[src/rtl/sbhs_pkg.sv]
// ----------------------------------------------------------------------------
// SAT branching heuristic scorer package
// Shared constants, payload types, mode codes and the clause weight function.
// ----------------------------------------------------------------------------
package sbhs_pkg;

  localparam int WEIGHT_SIZE_DEF   = 5;
  localparam int B_ALPHA           = 1;
  localparam int B_BETA            = 2;

  localparam int VAR_ID_BITS       = 16;
  localparam int COUNT_BITS_DEF    = 20;
  localparam int WEIGHT_BITS       = 24;
  localparam int BEST_WEIGHT_BITS  = 25;
  localparam int SCORE_BITS        = 41;
  localparam int CLAUSE_BITS       = 20;
  localparam int FREE_BITS         = 8;
  localparam int MODE_BITS         = 3;
  localparam int CFG_INDEX_BITS    = 2;
  localparam int CFG_DATA_BITS     = 20;
  localparam int QUEUE_DEPTH       = 4;

  localparam logic [CLAUSE_BITS-1:0]    CLAUSE_COUNT_RESET = '1;
  localparam logic [CFG_INDEX_BITS-1:0] CFG_HEURISTIC_MODE = 2'd0;
  localparam logic [CFG_INDEX_BITS-1:0] CFG_CLAUSE_COUNT   = 2'd1;

  typedef enum logic [MODE_BITS-1:0] {
    MODE_ONE_SIDED = 3'd0,
    MODE_TWO_SIDED = 3'd1,
    MODE_MOMS      = 3'd2,
    MODE_BOHM      = 3'd3,
    MODE_DLIS      = 3'd4,
    MODE_DLCS      = 3'd5
  } mode_t;

  typedef struct packed {
    logic [VAR_ID_BITS-1:0] var_index;
    logic                   var_unassigned;
    logic                   has_occurrence;
    logic                   lit_negative;
    logic                   clause_satisfied;
    logic [FREE_BITS-1:0]   free_count;
    logic                   var_last;
    logic                   scan_last;
  } in_item_t;

  typedef struct packed {
    logic                   found;
    logic [VAR_ID_BITS-1:0] chosen_var;
    logic                   chosen_value;
  } out_item_t;

  typedef struct packed {
    logic [VAR_ID_BITS-1:0] var_index;
    logic                   acc;
    logic                   lit_negative;
    logic [FREE_BITS-1:0]   free_count;
    logic                   var_end;
    logic                   do_score;
    logic                   scan_end;
    mode_t                  mode;
  } entry_t;

  typedef struct packed {
    logic [VAR_ID_BITS-1:0] var_index;
    logic                   do_score;
    logic                   scan_end;
    mode_t                  mode;
  } req_ctrl_t;

  function automatic logic [WEIGHT_BITS-1:0] clause_weight(
    input logic [FREE_BITS-1:0] f,
    input int                   ws
  );
    logic [WEIGHT_BITS-1:0] w;
    w = '0;
    if ((int'(f) >= 1) && (int'(f) <= ws)) begin
      w = WEIGHT_BITS'(1) << (ws - int'(f));
    end
    return w;
  endfunction

endpackage

[src/rtl/sbhs_front.sv]
// ----------------------------------------------------------------------------
// SAT branching heuristic scorer front end
// Decodes the mode and classifies one occurrence for the back end.
// ----------------------------------------------------------------------------
module sbhs_front #(
  parameter int WEIGHT_SIZE = sbhs_pkg::WEIGHT_SIZE_DEF
) (
  input  sbhs_pkg::in_item_t                 in_item,
  input  logic [sbhs_pkg::MODE_BITS-1:0]     mode_raw,
  output sbhs_pkg::entry_t                   entry
);

  sbhs_pkg::mode_t mode;
  logic            weighted;
  logic            too_long;

  always_comb begin
    if (mode_raw inside {[sbhs_pkg::MODE_ONE_SIDED:sbhs_pkg::MODE_DLCS]}) begin
      mode = sbhs_pkg::mode_t'(mode_raw);
    end else begin
      mode = sbhs_pkg::MODE_ONE_SIDED;
    end
  end

  assign weighted = (mode == sbhs_pkg::MODE_ONE_SIDED) || (mode == sbhs_pkg::MODE_TWO_SIDED);
  assign too_long = in_item.free_count > sbhs_pkg::FREE_BITS'(WEIGHT_SIZE);

  always_comb begin
    entry.var_index    = in_item.var_index;
    entry.acc          = in_item.var_unassigned && in_item.has_occurrence &&
                         !in_item.clause_satisfied && !(weighted && too_long);
    entry.lit_negative = in_item.lit_negative;
    entry.free_count   = in_item.free_count;
    entry.var_end      = in_item.var_last || in_item.scan_last;
    entry.do_score     = (in_item.var_last || in_item.scan_last) && in_item.var_unassigned;
    entry.scan_end     = in_item.scan_last;
    entry.mode         = mode;
  end

endmodule

[src/rtl/sbhs_queue.sv]
// ----------------------------------------------------------------------------
// SAT branching heuristic scorer queue
// Short register FIFO between the front end and the back end.
// ----------------------------------------------------------------------------
module sbhs_queue (
  input  logic             clk,
  input  logic             rst_n,
  input  logic             push,
  input  sbhs_pkg::entry_t push_data,
  input  logic             pop,
  output logic             full,
  output logic             empty,
  output sbhs_pkg::entry_t head
);

  localparam int DEPTH    = sbhs_pkg::QUEUE_DEPTH;
  localparam int PTR_BITS = $clog2(DEPTH);

  sbhs_pkg::entry_t      mem_r [DEPTH];
  logic [PTR_BITS-1:0]   wr_ptr_r;
  logic [PTR_BITS-1:0]   rd_ptr_r;
  logic [PTR_BITS:0]     count_r;

  assign full  = count_r == (PTR_BITS+1)'(DEPTH);
  assign empty = count_r == '0;
  assign head  = mem_r[rd_ptr_r];

  always_ff @(posedge clk) begin
    if (push) begin
      mem_r[wr_ptr_r] <= push_data;
    end
  end

  always_ff @(posedge clk) begin
    if (!rst_n) begin
      wr_ptr_r <= '0;
      rd_ptr_r <= '0;
      count_r  <= '0;
    end else begin
      if (push) begin
        wr_ptr_r <= wr_ptr_r + PTR_BITS'(1);
      end
      if (pop) begin
        rd_ptr_r <= rd_ptr_r + PTR_BITS'(1);
      end
      count_r <= count_r + (PTR_BITS+1)'(push) - (PTR_BITS+1)'(pop);
    end
  end

endmodule

[src/rtl/sbhs_accum.sv]
// ----------------------------------------------------------------------------
// SAT branching heuristic scorer accumulator
// Gathers per-variable counts, weights and smallest free count; hands the
// totals to the selector at each variable end.
// ----------------------------------------------------------------------------
module sbhs_accum #(
  parameter int WEIGHT_SIZE = sbhs_pkg::WEIGHT_SIZE_DEF,
  parameter int COUNT_BITS  = sbhs_pkg::COUNT_BITS_DEF
) (
  input  logic                                clk,
  input  logic                                rst_n,
  input  logic                                advance,
  input  logic                                entry_vld,
  input  sbhs_pkg::entry_t                    entry,
  input  logic [sbhs_pkg::CLAUSE_BITS-1:0]    clause_count,
  output logic                                pop,
  output logic                                req_vld_r,
  output sbhs_pkg::req_ctrl_t                 req_ctrl_r,
  output logic [COUNT_BITS-1:0]               req_pos_count_r,
  output logic [COUNT_BITS-1:0]               req_neg_count_r,
  output logic [sbhs_pkg::WEIGHT_BITS-1:0]    req_pos_weight_r,
  output logic [sbhs_pkg::WEIGHT_BITS-1:0]    req_neg_weight_r,
  output logic [sbhs_pkg::CLAUSE_BITS-1:0]    req_min_free_r
);

  localparam int WB = sbhs_pkg::WEIGHT_BITS;
  localparam int CL = sbhs_pkg::CLAUSE_BITS;

  logic [COUNT_BITS-1:0] pos_count_r, neg_count_r;
  logic [WB-1:0]         pos_weight_r, neg_weight_r;
  logic [CL-1:0]         var_min_free_r;

  logic [COUNT_BITS-1:0] pos_count_nxt, neg_count_nxt;
  logic [WB-1:0]         pos_weight_nxt, neg_weight_nxt;
  logic [CL-1:0]         var_min_free_nxt;

  logic [COUNT_BITS-1:0] acc_pc, acc_nc;
  logic [WB-1:0]         acc_pw, acc_nw;
  logic [CL-1:0]         acc_min;

  logic [COUNT_BITS-1:0] pc_inc, nc_inc;
  logic [WB-1:0]         w;
  logic [WB:0]           pw_sum, nw_sum;
  logic [WB-1:0]         pw_add, nw_add;
  logic [CL-1:0]         free_ext;
  logic                  less, same;

  assign pop      = advance && entry_vld;
  assign w        = sbhs_pkg::clause_weight(entry.free_count, WEIGHT_SIZE);
  assign pc_inc   = (&pos_count_r) ? pos_count_r : pos_count_r + COUNT_BITS'(1);
  assign nc_inc   = (&neg_count_r) ? neg_count_r : neg_count_r + COUNT_BITS'(1);
  assign pw_sum   = {1'b0, pos_weight_r} + {1'b0, w};
  assign nw_sum   = {1'b0, neg_weight_r} + {1'b0, w};
  assign pw_add   = pw_sum[WB] ? '1 : pw_sum[WB-1:0];
  assign nw_add   = nw_sum[WB] ? '1 : nw_sum[WB-1:0];
  assign free_ext = CL'(entry.free_count);
  assign less     = free_ext < var_min_free_r;
  assign same     = free_ext == var_min_free_r;

  always_comb begin
    acc_pc  = pos_count_r;
    acc_nc  = neg_count_r;
    acc_pw  = pos_weight_r;
    acc_nw  = neg_weight_r;
    acc_min = var_min_free_r;
    if (entry.acc) begin
      case (entry.mode)
        sbhs_pkg::MODE_ONE_SIDED, sbhs_pkg::MODE_TWO_SIDED: begin
          if (!entry.lit_negative) begin
            acc_pc = pc_inc;
            acc_pw = pw_add;
          end else begin
            acc_nc = nc_inc;
            acc_nw = nw_add;
          end
        end
        sbhs_pkg::MODE_MOMS, sbhs_pkg::MODE_BOHM: begin
          if (!entry.lit_negative) begin
            if (less) begin
              acc_min = free_ext;
              acc_pc  = COUNT_BITS'(1);
            end else if (same) begin
              acc_pc = pc_inc;
            end
            acc_pw = pw_add;
          end else begin
            if (less) begin
              acc_min = free_ext;
              acc_nc  = COUNT_BITS'(1);
              acc_pc  = '0;
            end else if (same) begin
              acc_nc = nc_inc;
            end
            acc_nw = nw_add;
          end
        end
        default: begin
          if (!entry.lit_negative) begin
            acc_pc = pc_inc;
          end else begin
            acc_nc = nc_inc;
          end
        end
      endcase
    end
  end

  always_comb begin
    pos_count_nxt    = pos_count_r;
    neg_count_nxt    = neg_count_r;
    pos_weight_nxt   = pos_weight_r;
    neg_weight_nxt   = neg_weight_r;
    var_min_free_nxt = var_min_free_r;
    if (pop) begin
      if (entry.var_end) begin
        pos_count_nxt    = '0;
        neg_count_nxt    = '0;
        pos_weight_nxt   = '0;
        neg_weight_nxt   = '0;
        var_min_free_nxt = clause_count;
      end else begin
        pos_count_nxt    = acc_pc;
        neg_count_nxt    = acc_nc;
        pos_weight_nxt   = acc_pw;
        neg_weight_nxt   = acc_nw;
        var_min_free_nxt = acc_min;
      end
    end
  end

  always_ff @(posedge clk) begin
    if (!rst_n) begin
      pos_count_r    <= '0;
      neg_count_r    <= '0;
      pos_weight_r   <= '0;
      neg_weight_r   <= '0;
      var_min_free_r <= sbhs_pkg::CLAUSE_COUNT_RESET;
      req_vld_r      <= 1'b0;
    end else begin
      pos_count_r    <= pos_count_nxt;
      neg_count_r    <= neg_count_nxt;
      pos_weight_r   <= pos_weight_nxt;
      neg_weight_r   <= neg_weight_nxt;
      var_min_free_r <= var_min_free_nxt;
      if (advance) begin
        req_vld_r <= pop && entry.var_end;
      end
    end
  end

  always_ff @(posedge clk) begin
    if (pop && entry.var_end) begin
      req_ctrl_r.var_index <= entry.var_index;
      req_ctrl_r.do_score  <= entry.do_score;
      req_ctrl_r.scan_end  <= entry.scan_end;
      req_ctrl_r.mode      <= entry.mode;
      req_pos_count_r      <= acc_pc;
      req_neg_count_r      <= acc_nc;
      req_pos_weight_r     <= acc_pw;
      req_neg_weight_r     <= acc_nw;
      req_min_free_r       <= acc_min;
    end
  end

endmodule

[src/rtl/sbhs_select.sv]
// ----------------------------------------------------------------------------
// SAT branching heuristic scorer selector
// Scores each finished variable over two stages, keeps the best candidate
// and registers the decision at the scan end.
// ----------------------------------------------------------------------------
module sbhs_select #(
  parameter int COUNT_BITS = sbhs_pkg::COUNT_BITS_DEF
) (
  input  logic                                clk,
  input  logic                                rst_n,
  input  logic                                advance,
  input  logic [sbhs_pkg::CLAUSE_BITS-1:0]    clause_count,
  input  logic                                req_vld,
  input  sbhs_pkg::req_ctrl_t                 req_ctrl,
  input  logic [COUNT_BITS-1:0]               req_pos_count,
  input  logic [COUNT_BITS-1:0]               req_neg_count,
  input  logic [sbhs_pkg::WEIGHT_BITS-1:0]    req_pos_weight,
  input  logic [sbhs_pkg::WEIGHT_BITS-1:0]    req_neg_weight,
  input  logic [sbhs_pkg::CLAUSE_BITS-1:0]    req_min_free,
  output logic                                out_valid_r,
  output sbhs_pkg::out_item_t                 out_data_r
);

  localparam int WB  = sbhs_pkg::WEIGHT_BITS;
  localparam int BWB = sbhs_pkg::BEST_WEIGHT_BITS;
  localparam int SB  = sbhs_pkg::SCORE_BITS;
  localparam int CL  = sbhs_pkg::CLAUSE_BITS;
  localparam int VB  = sbhs_pkg::VAR_ID_BITS;
  localparam int TB  = ((COUNT_BITS > WB) ? COUNT_BITS : WB) + 1;
  localparam int PB  = 2 * COUNT_BITS;
  localparam int PW  = (PB > SB) ? PB : SB;
  localparam int HB  = COUNT_BITS + 2;
  localparam logic [SB-1:0] SCORE_MAX = '1;

  // score stage
  logic                 s2_vld_r;
  sbhs_pkg::req_ctrl_t  ctrl_r;
  logic [PB-1:0]        prod_r;
  logic [COUNT_BITS:0]  pn_r;
  logic [HB-1:0]        bohm_r;
  logic [TB-1:0]        t_r, f_r;
  logic [BWB-1:0]       wsum_r;
  logic                 p_gt_n_r;
  logic [CL-1:0]        min_free_r;

  logic [TB-1:0]         t_cmb, f_cmb;
  logic [COUNT_BITS-1:0] mx, mn;

  // best-so-far
  logic [SB-1:0]  best_score_r, best_score_nxt;
  logic           bs_vld_r, bs_vld_nxt;
  logic [BWB-1:0] best_weight_r, best_weight_nxt;
  logic           bw_vld_r, bw_vld_nxt;
  logic [CL-1:0]  best_min_free_r, best_min_free_nxt;
  logic [VB-1:0]  best_var_r, best_var_nxt;
  logic           best_value_r, best_value_nxt;
  logic           have_best_r, have_best_nxt;
  logic           out_valid_nxt;
  sbhs_pkg::out_item_t out_data_nxt;

  logic [SB-1:0]  prod_sat, h_moms, h_sel, s_sum;
  logic [SB:0]    moms_sum;
  logic [SB-1:0]  t_ext, f_ext;
  logic           t_gt, f_gt, s_gt, h_gt, h_eq, w_gt, mf_lt, mf_eq;

  always_comb begin
    case (req_ctrl.mode)
      sbhs_pkg::MODE_ONE_SIDED, sbhs_pkg::MODE_TWO_SIDED: begin
        t_cmb = TB'(req_pos_count) + TB'(req_neg_weight);
        f_cmb = TB'(req_neg_count) + TB'(req_pos_weight);
      end
      default: begin
        t_cmb = TB'(req_pos_count);
        f_cmb = TB'(req_neg_count);
      end
    endcase
  end

  assign mx = (req_pos_count > req_neg_count) ? req_pos_count : req_neg_count;
  assign mn = (req_pos_count < req_neg_count) ? req_pos_count : req_neg_count;

  always_ff @(posedge clk) begin
    if (advance && req_vld) begin
      ctrl_r     <= req_ctrl;
      prod_r     <= PB'(req_pos_count) * PB'(req_neg_count);
      pn_r       <= (COUNT_BITS+1)'(req_pos_count) + (COUNT_BITS+1)'(req_neg_count);
      bohm_r     <= HB'(mx) * HB'(sbhs_pkg::B_ALPHA) + HB'(mn) * HB'(sbhs_pkg::B_BETA);
      t_r        <= t_cmb;
      f_r        <= f_cmb;
      wsum_r     <= BWB'(req_pos_weight) + BWB'(req_neg_weight);
      p_gt_n_r   <= req_pos_count > req_neg_count;
      min_free_r <= req_min_free;
    end
  end

  assign prod_sat = (PW'(prod_r) > PW'(SCORE_MAX)) ? SCORE_MAX : SB'(prod_r);
  assign moms_sum = (SB+1)'(prod_sat) + (SB+1)'(pn_r);
  assign h_moms   = moms_sum[SB] ? SCORE_MAX : moms_sum[SB-1:0];
  assign h_sel    = (ctrl_r.mode == sbhs_pkg::MODE_MOMS) ? h_moms : SB'(bohm_r);
  assign t_ext    = SB'(t_r);
  assign f_ext    = SB'(f_r);
  assign s_sum    = t_ext + f_ext;

  assign t_gt  = !bs_vld_r || (t_ext > best_score_r);
  assign f_gt  = !bs_vld_r || (f_ext > best_score_r);
  assign s_gt  = !bs_vld_r || (s_sum > best_score_r);
  assign h_gt  = !bs_vld_r || (h_sel > best_score_r);
  assign h_eq  = bs_vld_r && (h_sel == best_score_r);
  assign w_gt  = !bw_vld_r || (wsum_r > best_weight_r);
  assign mf_lt = min_free_r < best_min_free_r;
  assign mf_eq = min_free_r == best_min_free_r;

  always_comb begin
    best_score_nxt    = best_score_r;
    bs_vld_nxt        = bs_vld_r;
    best_weight_nxt   = best_weight_r;
    bw_vld_nxt        = bw_vld_r;
    best_min_free_nxt = best_min_free_r;
    best_var_nxt      = best_var_r;
    best_value_nxt    = best_value_r;
    have_best_nxt     = have_best_r;
    out_valid_nxt     = out_valid_r;
    out_data_nxt      = out_data_r;
    if (advance) begin
      out_valid_nxt = 1'b0;
      if (s2_vld_r) begin
        if (ctrl_r.do_score) begin
          case (ctrl_r.mode)
            sbhs_pkg::MODE_MOMS, sbhs_pkg::MODE_BOHM: begin
              if (mf_lt || (mf_eq && (h_gt || (h_eq && w_gt)))) begin
                best_min_free_nxt = min_free_r;
                best_weight_nxt   = wsum_r;
                bw_vld_nxt        = 1'b1;
                best_var_nxt      = ctrl_r.var_index;
                best_value_nxt    = !p_gt_n_r;
                best_score_nxt    = h_sel;
                bs_vld_nxt        = 1'b1;
                have_best_nxt     = 1'b1;
              end
            end
            sbhs_pkg::MODE_TWO_SIDED, sbhs_pkg::MODE_DLCS: begin
              if (s_gt) begin
                best_var_nxt   = ctrl_r.var_index;
                best_value_nxt = (ctrl_r.mode == sbhs_pkg::MODE_TWO_SIDED) ?
                                 (t_r >= f_r) : (t_r > f_r);
                best_score_nxt = s_sum;
                bs_vld_nxt     = 1'b1;
                have_best_nxt  = 1'b1;
              end
            end
            default: begin
              if ((t_r >= f_r) && t_gt) begin
                best_var_nxt   = ctrl_r.var_index;
                best_value_nxt = 1'b1;
                best_score_nxt = t_ext;
                bs_vld_nxt     = 1'b1;
                have_best_nxt  = 1'b1;
              end else if ((f_r >= t_r) && f_gt) begin
                best_var_nxt   = ctrl_r.var_index;
                best_value_nxt = 1'b0;
                best_score_nxt = f_ext;
                bs_vld_nxt     = 1'b1;
                have_best_nxt  = 1'b1;
              end
            end
          endcase
        end
        if (ctrl_r.scan_end) begin
          out_valid_nxt             = 1'b1;
          out_data_nxt.found        = have_best_nxt;
          out_data_nxt.chosen_var   = have_best_nxt ? best_var_nxt : '0;
          out_data_nxt.chosen_value = have_best_nxt && best_value_nxt;
          best_score_nxt    = '0;
          bs_vld_nxt        = 1'b0;
          best_weight_nxt   = '0;
          bw_vld_nxt        = 1'b0;
          best_min_free_nxt = clause_count;
          best_var_nxt      = '0;
          best_value_nxt    = 1'b0;
          have_best_nxt     = 1'b0;
        end
      end
    end
  end

  always_ff @(posedge clk) begin
    if (!rst_n) begin
      s2_vld_r        <= 1'b0;
      best_score_r    <= '0;
      bs_vld_r        <= 1'b0;
      best_weight_r   <= '0;
      bw_vld_r        <= 1'b0;
      best_min_free_r <= sbhs_pkg::CLAUSE_COUNT_RESET;
      best_var_r      <= '0;
      best_value_r    <= 1'b0;
      have_best_r     <= 1'b0;
      out_valid_r     <= 1'b0;
    end else begin
      if (advance) begin
        s2_vld_r <= req_vld;
      end
      best_score_r    <= best_score_nxt;
      bs_vld_r        <= bs_vld_nxt;
      best_weight_r   <= best_weight_nxt;
      bw_vld_r        <= bw_vld_nxt;
      best_min_free_r <= best_min_free_nxt;
      best_var_r      <= best_var_nxt;
      best_value_r    <= best_value_nxt;
      have_best_r     <= have_best_nxt;
      out_valid_r     <= out_valid_nxt;
    end
  end

  always_ff @(posedge clk) begin
    out_data_r <= out_data_nxt;
  end

endmodule

[src/rtl/sat_branching_heuristic_scorer.sv]
// ----------------------------------------------------------------------------
// SAT branching heuristic scorer
// Picks a branching variable and value from a stream of literal occurrences.
// ----------------------------------------------------------------------------
// Takes one occurrence per cycle into a four-entry queue while it is not full;
// the back end drains one entry per cycle, unless a held output stalls it,
// through the accumulate stage, the product register of the scoring stage and
// the best-candidate compare stage, each registered, before a decision shows on
// the output. Only a held output stalls the back end; the queue then keeps
// taking up to four more items. No clearing pass after reset.
module sat_branching_heuristic_scorer #(
  parameter int WEIGHT_SIZE = sbhs_pkg::WEIGHT_SIZE_DEF,
  parameter int COUNT_BITS  = sbhs_pkg::COUNT_BITS_DEF
) (
  input  logic                                  clk,
  input  logic                                  rst_n,
  input  logic                                  in_valid,
  output logic                                  in_ready,
  input  sbhs_pkg::in_item_t                    in_data,
  output logic                                  out_valid,
  input  logic                                  out_ready,
  output sbhs_pkg::out_item_t                   out_data,
  input  logic                                  cfg_we,
  input  logic [sbhs_pkg::CFG_INDEX_BITS-1:0]   cfg_index,
  input  logic [sbhs_pkg::CFG_DATA_BITS-1:0]    cfg_data
);

  logic [sbhs_pkg::MODE_BITS-1:0]   heuristic_mode_r;
  logic [sbhs_pkg::CLAUSE_BITS-1:0] clause_count_r;

  sbhs_pkg::entry_t    front_entry, head;
  logic                q_full, q_empty, push, pop, advance;
  logic                req_vld;
  sbhs_pkg::req_ctrl_t req_ctrl;
  logic [COUNT_BITS-1:0]             req_pos_count, req_neg_count;
  logic [sbhs_pkg::WEIGHT_BITS-1:0]  req_pos_weight, req_neg_weight;
  logic [sbhs_pkg::CLAUSE_BITS-1:0]  req_min_free;

  always_ff @(posedge clk) begin
    if (!rst_n) begin
      heuristic_mode_r <= '0;
      clause_count_r   <= sbhs_pkg::CLAUSE_COUNT_RESET;
    end else if (cfg_we) begin
      case (cfg_index)
        sbhs_pkg::CFG_HEURISTIC_MODE: heuristic_mode_r <= cfg_data[sbhs_pkg::MODE_BITS-1:0];
        sbhs_pkg::CFG_CLAUSE_COUNT:   clause_count_r   <= cfg_data[sbhs_pkg::CLAUSE_BITS-1:0];
        default: ;
      endcase
    end
  end

  assign in_ready = !q_full;
  assign push     = in_valid && !q_full;
  assign advance  = !out_valid || out_ready;

  sbhs_front #(
    .WEIGHT_SIZE (WEIGHT_SIZE)
  ) u_front (
    .in_item  (in_data),
    .mode_raw (heuristic_mode_r),
    .entry    (front_entry)
  );

  sbhs_queue u_queue (
    .clk       (clk),
    .rst_n     (rst_n),
    .push      (push),
    .push_data (front_entry),
    .pop       (pop),
    .full      (q_full),
    .empty     (q_empty),
    .head      (head)
  );

  sbhs_accum #(
    .WEIGHT_SIZE (WEIGHT_SIZE),
    .COUNT_BITS  (COUNT_BITS)
  ) u_accum (
    .clk              (clk),
    .rst_n            (rst_n),
    .advance          (advance),
    .entry_vld        (!q_empty),
    .entry            (head),
    .clause_count     (clause_count_r),
    .pop              (pop),
    .req_vld_r        (req_vld),
    .req_ctrl_r       (req_ctrl),
    .req_pos_count_r  (req_pos_count),
    .req_neg_count_r  (req_neg_count),
    .req_pos_weight_r (req_pos_weight),
    .req_neg_weight_r (req_neg_weight),
    .req_min_free_r   (req_min_free)
  );

  sbhs_select #(
    .COUNT_BITS (COUNT_BITS)
  ) u_select (
    .clk            (clk),
    .rst_n          (rst_n),
    .advance        (advance),
    .clause_count   (clause_count_r),
    .req_vld        (req_vld),
    .req_ctrl       (req_ctrl),
    .req_pos_count  (req_pos_count),
    .req_neg_count  (req_neg_count),
    .req_pos_weight (req_pos_weight),
    .req_neg_weight (req_neg_weight),
    .req_min_free   (req_min_free),
    .out_valid_r    (out_valid),
    .out_data_r     (out_data)
  );

endmodule

[config.mk]
export PLATFORM = sky130hd
export DESIGN_NAME = sat_branching_heuristic_scorer
export DESIGN_NICKNAME = d
export VERILOG_FILES = /design/src/rtl/sbhs_pkg.sv /design/src/rtl/sbhs_front.sv /design/src/rtl/sbhs_queue.sv /design/src/rtl/sbhs_accum.sv /design/src/rtl/sbhs_select.sv /design/src/rtl/sat_branching_heuristic_scorer.sv
export SDC_FILE = /design/constraint.sdc
export NUM_CORES = 2
export LEC_CHECK = 0
export BUFFER_PORTS_ARGS = -buffer_cell sky130_fd_sc_hd__buf_2
export CORE_MARGIN = 4
export CORE_UTILIZATION = 49
export CTS_CLUSTER_SIZE = 12
export DETAILED_ROUTE_END_ITERATION = 10
export PLACE_DENSITY = 0.72
export RECOVER_POWER = 100
export SLEW_MARGIN = 20
export SYNTH_ARGS = -nofsm -noshare
export SYNTH_HDL_FRONTEND = slang
export SYNTH_HIERARCHICAL = 1
export SYNTH_SLANG_ARGS = --single-unit
[constraint.sdc]
create_clock -name clk -period 8.4 [get_ports clk]
set_input_delay 0 -clock clk [delete_from_list [all_inputs] [get_ports clk]]
set_output_delay 0 -clock clk [all_outputs]
set_load 0.005 [all_outputs]
==> impl_metrics.toml <==
[synthesis]
synthFlopType = "edfxtp_1"
ys_seq_area_frac = 0.336
synth_cells = 5865
synthSimpleGateAreaFrac = 0.142
synth_edf_count = 475
synth_mux_area_frac = 0.0327
synth_xor_area_frac = 0.0345
ys_ff_latch = 724
async_flop_share = 0
synth_compound_area_frac = 0.151
yosys_warnings = 6
netlist_area_um2 = 57400
ys_types = 110
syn_avg_cell_area_um2 = 9.78
synth_top_family_by_area = "adder cells"
synthAdderAreaFrac = 0.239

[final_layout]
nFillCells = 10100
fin_nets = 6900
finish.cell_count_without_fillers = 7545
final_layout_size_suffix_gt1_frac = 0.0577
multi_input_area_um2 = 34300
area_growth_syn_to_layout_pct = 8.68
layout_commonest_cell = "inv_1"
final_util = 0.536
fin_area_um2 = 62300
final_cell_mix = "inv_1 (645), nand2_1 (617), ha_1 (566)"
regArea_um2 = 19200

[timing]
post-route-period-util = 0.935
max_freq_mhz = 127
clock_skew_ns = 0.0301
tightestPinTransition_ns = 3.25
setup-tns-final_ns = 0
drv_slew = 623
period_needed_ns = 7.85
slew_headroom = -1.17
hold_violations = 0
setup_viol = 0
rsz0062_at_grt = "false"

[grt]
grt_max_degree = 123
grt_usage = 0.261
grt_pass1_vias = 43800
grt_pass1_wl_mm = 250
overflow = 0
antenna_found_initial = 8

[run_status]
status = "finished with violations"
violations = "capacitance limit, slew limit"

[clock_tree]
cts_num_sinks = 724
cts_buffer_depth = 3
clk_latency_ns = 0.66
post-cts-setup-buffers = 0
cts_resized = 0
cts-buffers-inserted = 81
postCtsHoldBufs = 83
cts_tree = "built"
clk_pin_slew_ns = 0.06
root_buffer = "clkbuf_16"
htree_levels = 3

[worst_setup_path]
arrival_ns = 8.28
regToRegSetupSlack_ns = 0.55
worstSetupEndpoint = "u_select/best_min_free_r[4]$_SDFFE_PN1P_"
crit_chain = "ha_1 > inv_1 > fa_1 > nand2b_1 > a21oi_1 > o21bai_1 > a211oi_1 > a211o_1 > a311oi_4 > or3_1 > a21oi_1 > ha_1 > and4_1 > a221oi_1 > o221ai_1 > a21oi_1 > o2bb2ai_1 > o2111ai_1 > clkbuf_2 > nand3_1 > o21ai_0 > nand2_1"
cp_max_fo = 19
critPathKind = "register to register"
reg2reg_depth = 22
path_delay_family = "compound AO/OA/AOI/OAI gates"
reg2reg_to = "u_select/best_min_free_r[4]$_SDFFE_PN1P_"
reg2reg_from = "u_select/prod_r[0]$_DFFE_PP_"
startpoint = "u_select/prod_r[0]$_DFFE_PP_"
critPathLaunchType = "register"
cpPeakStageDelay_ns = 0.71
cp_slowest_cell = "a21oi_1"
crit_buf_inv = 2
cp_num_cells = 22
critPathRequiredTime_ns = 8.83
cp-end-kind = "register"
crit_top_cell = "a21oi_1"

[floorplanning]
chipWidth_um = 350
initial_core_util = 0.494
num_rows = 125
fp.coreArea_um2 = 116000
die_h_um = 350
ios = 77
die_area_um2 = 123000

[placed_design]
dpl_cell_area_um2 = 59100
place_inst = 7307
port_buffers = 76
place_congestion = 0.975
place_hpwl_mm = 121

[route]
firstDrtPassIters = 7
drc = 0
viasPerCell = 5.90
wl_per_cell_um = 21.5
drt-initial-drc-count = 4197
drt_wl_total_mm = 162
antenna_left = 0
vias = 44500

[worst_hold_path]
hp-class = "input pin to register"
holdPathStages = 2

[flow_run]
maxCapViolCount = 14
==> layout make-up <==
cell class,instances,share of cell area
Inverter,646,0.0389
Clock buffer,115,0.0354
Tap cell,1524,0.0306
Antenna cell,4,0.000161
Multi-Input combinational cell,4260,0.551
Clock inverter,36,0.00827
Timing Repair Buffer,236,0.0269
Sequential cell,724,0.309
==> state kept, by name, indices dropped and copies added (netlist names), 22 cells and up, named ones only <==
register and cells:
u_select/t_r 25, u_select/bohm_r 22, u_accum/pos_weight_r 24, u_queue/mem_r 128, u_select/f_r 25, u_accum/neg_weight_r 24
u_select/wsum_r 25, u_accum/req_neg_weight_r 24, u_select/best_weight_r 25, u_select/prod_r 40, u_select/best_score_r 41, u_accum/req_pos_weight_r 24
==> worst min path at each step <==
stage	startpoint	to	slack, ns
final	in_data[25]	u_queue/mem_r[1][27]$_DFFE_PP_	0.15
after CTS	in_data[15]	u_queue/mem_r[2][17]$_DFFE_PP_	0.05
after global placement	in_data[22]	u_queue/mem_r[3][24]$_DFFE_PP_	0.21
after floorplan	rst_n	u_queue/count_r[1]$_SDFF_PN0_	0.12
after global routing	in_data[15]	u_queue/mem_r[3][17]$_DFFE_PP_	0.14
after detailed placement	in_data[20]	u_queue/mem_r[2][22]$_DFFE_PP_	0.22
==> kinds of logic after synthesis <==
group	Yosys count
compound gates	1292
fa+ha+maj	898
mux	140
xor+xnor	224
other cells	1
flops	724
buf+inv	910
simple gates	1676
==> synthesized netlist by cell type (all sizes together) (75+ instances only) <==
library cell / instances / area share
inv: 645 / 0.042
nand2: 618 / 0.040
ha: 566 / 0.12
edfxtp: 475 / 0.25
o21ai: 345 / 0.030
fa: 328 / 0.11
a21oi: 314 / 0.027
nor2: 304 / 0.020
dfxtp: 249 / 0.087
clkbuf: 181 / 0.012
and2: 172 / 0.019
xnor2: 148 / 0.023
nand3: 122 / 0.011
nor3: 88 / 0.0079
buf: 83 / 0.011
xor2: 75 / 0.011
==> through the flow <==
step | worst slack [ns] | hold slack (ns)
floorplan | 1.51 | 0.122
global placement | 1.03 | 0.213
detailed placement | 0.963 | 0.219
CTS | 0.927 | 0.0520
global route | 0.260 | 0.140
finish | 0.549 | 0.146
==> layer usage <==
metal,vias to the layer above,track usage,part of all wire
li1,20800,-,-
met5,-,0,0.00050
met2,1886,0.413,0.45
met3,352,0.0476,0.084
met1,21500,0.355,0.42
met4,12,0.105,0.043
Power is left out: the tool's default activity adds up to more than one toggle a clock period on the data nets, which glitch-free logic cannot reach.
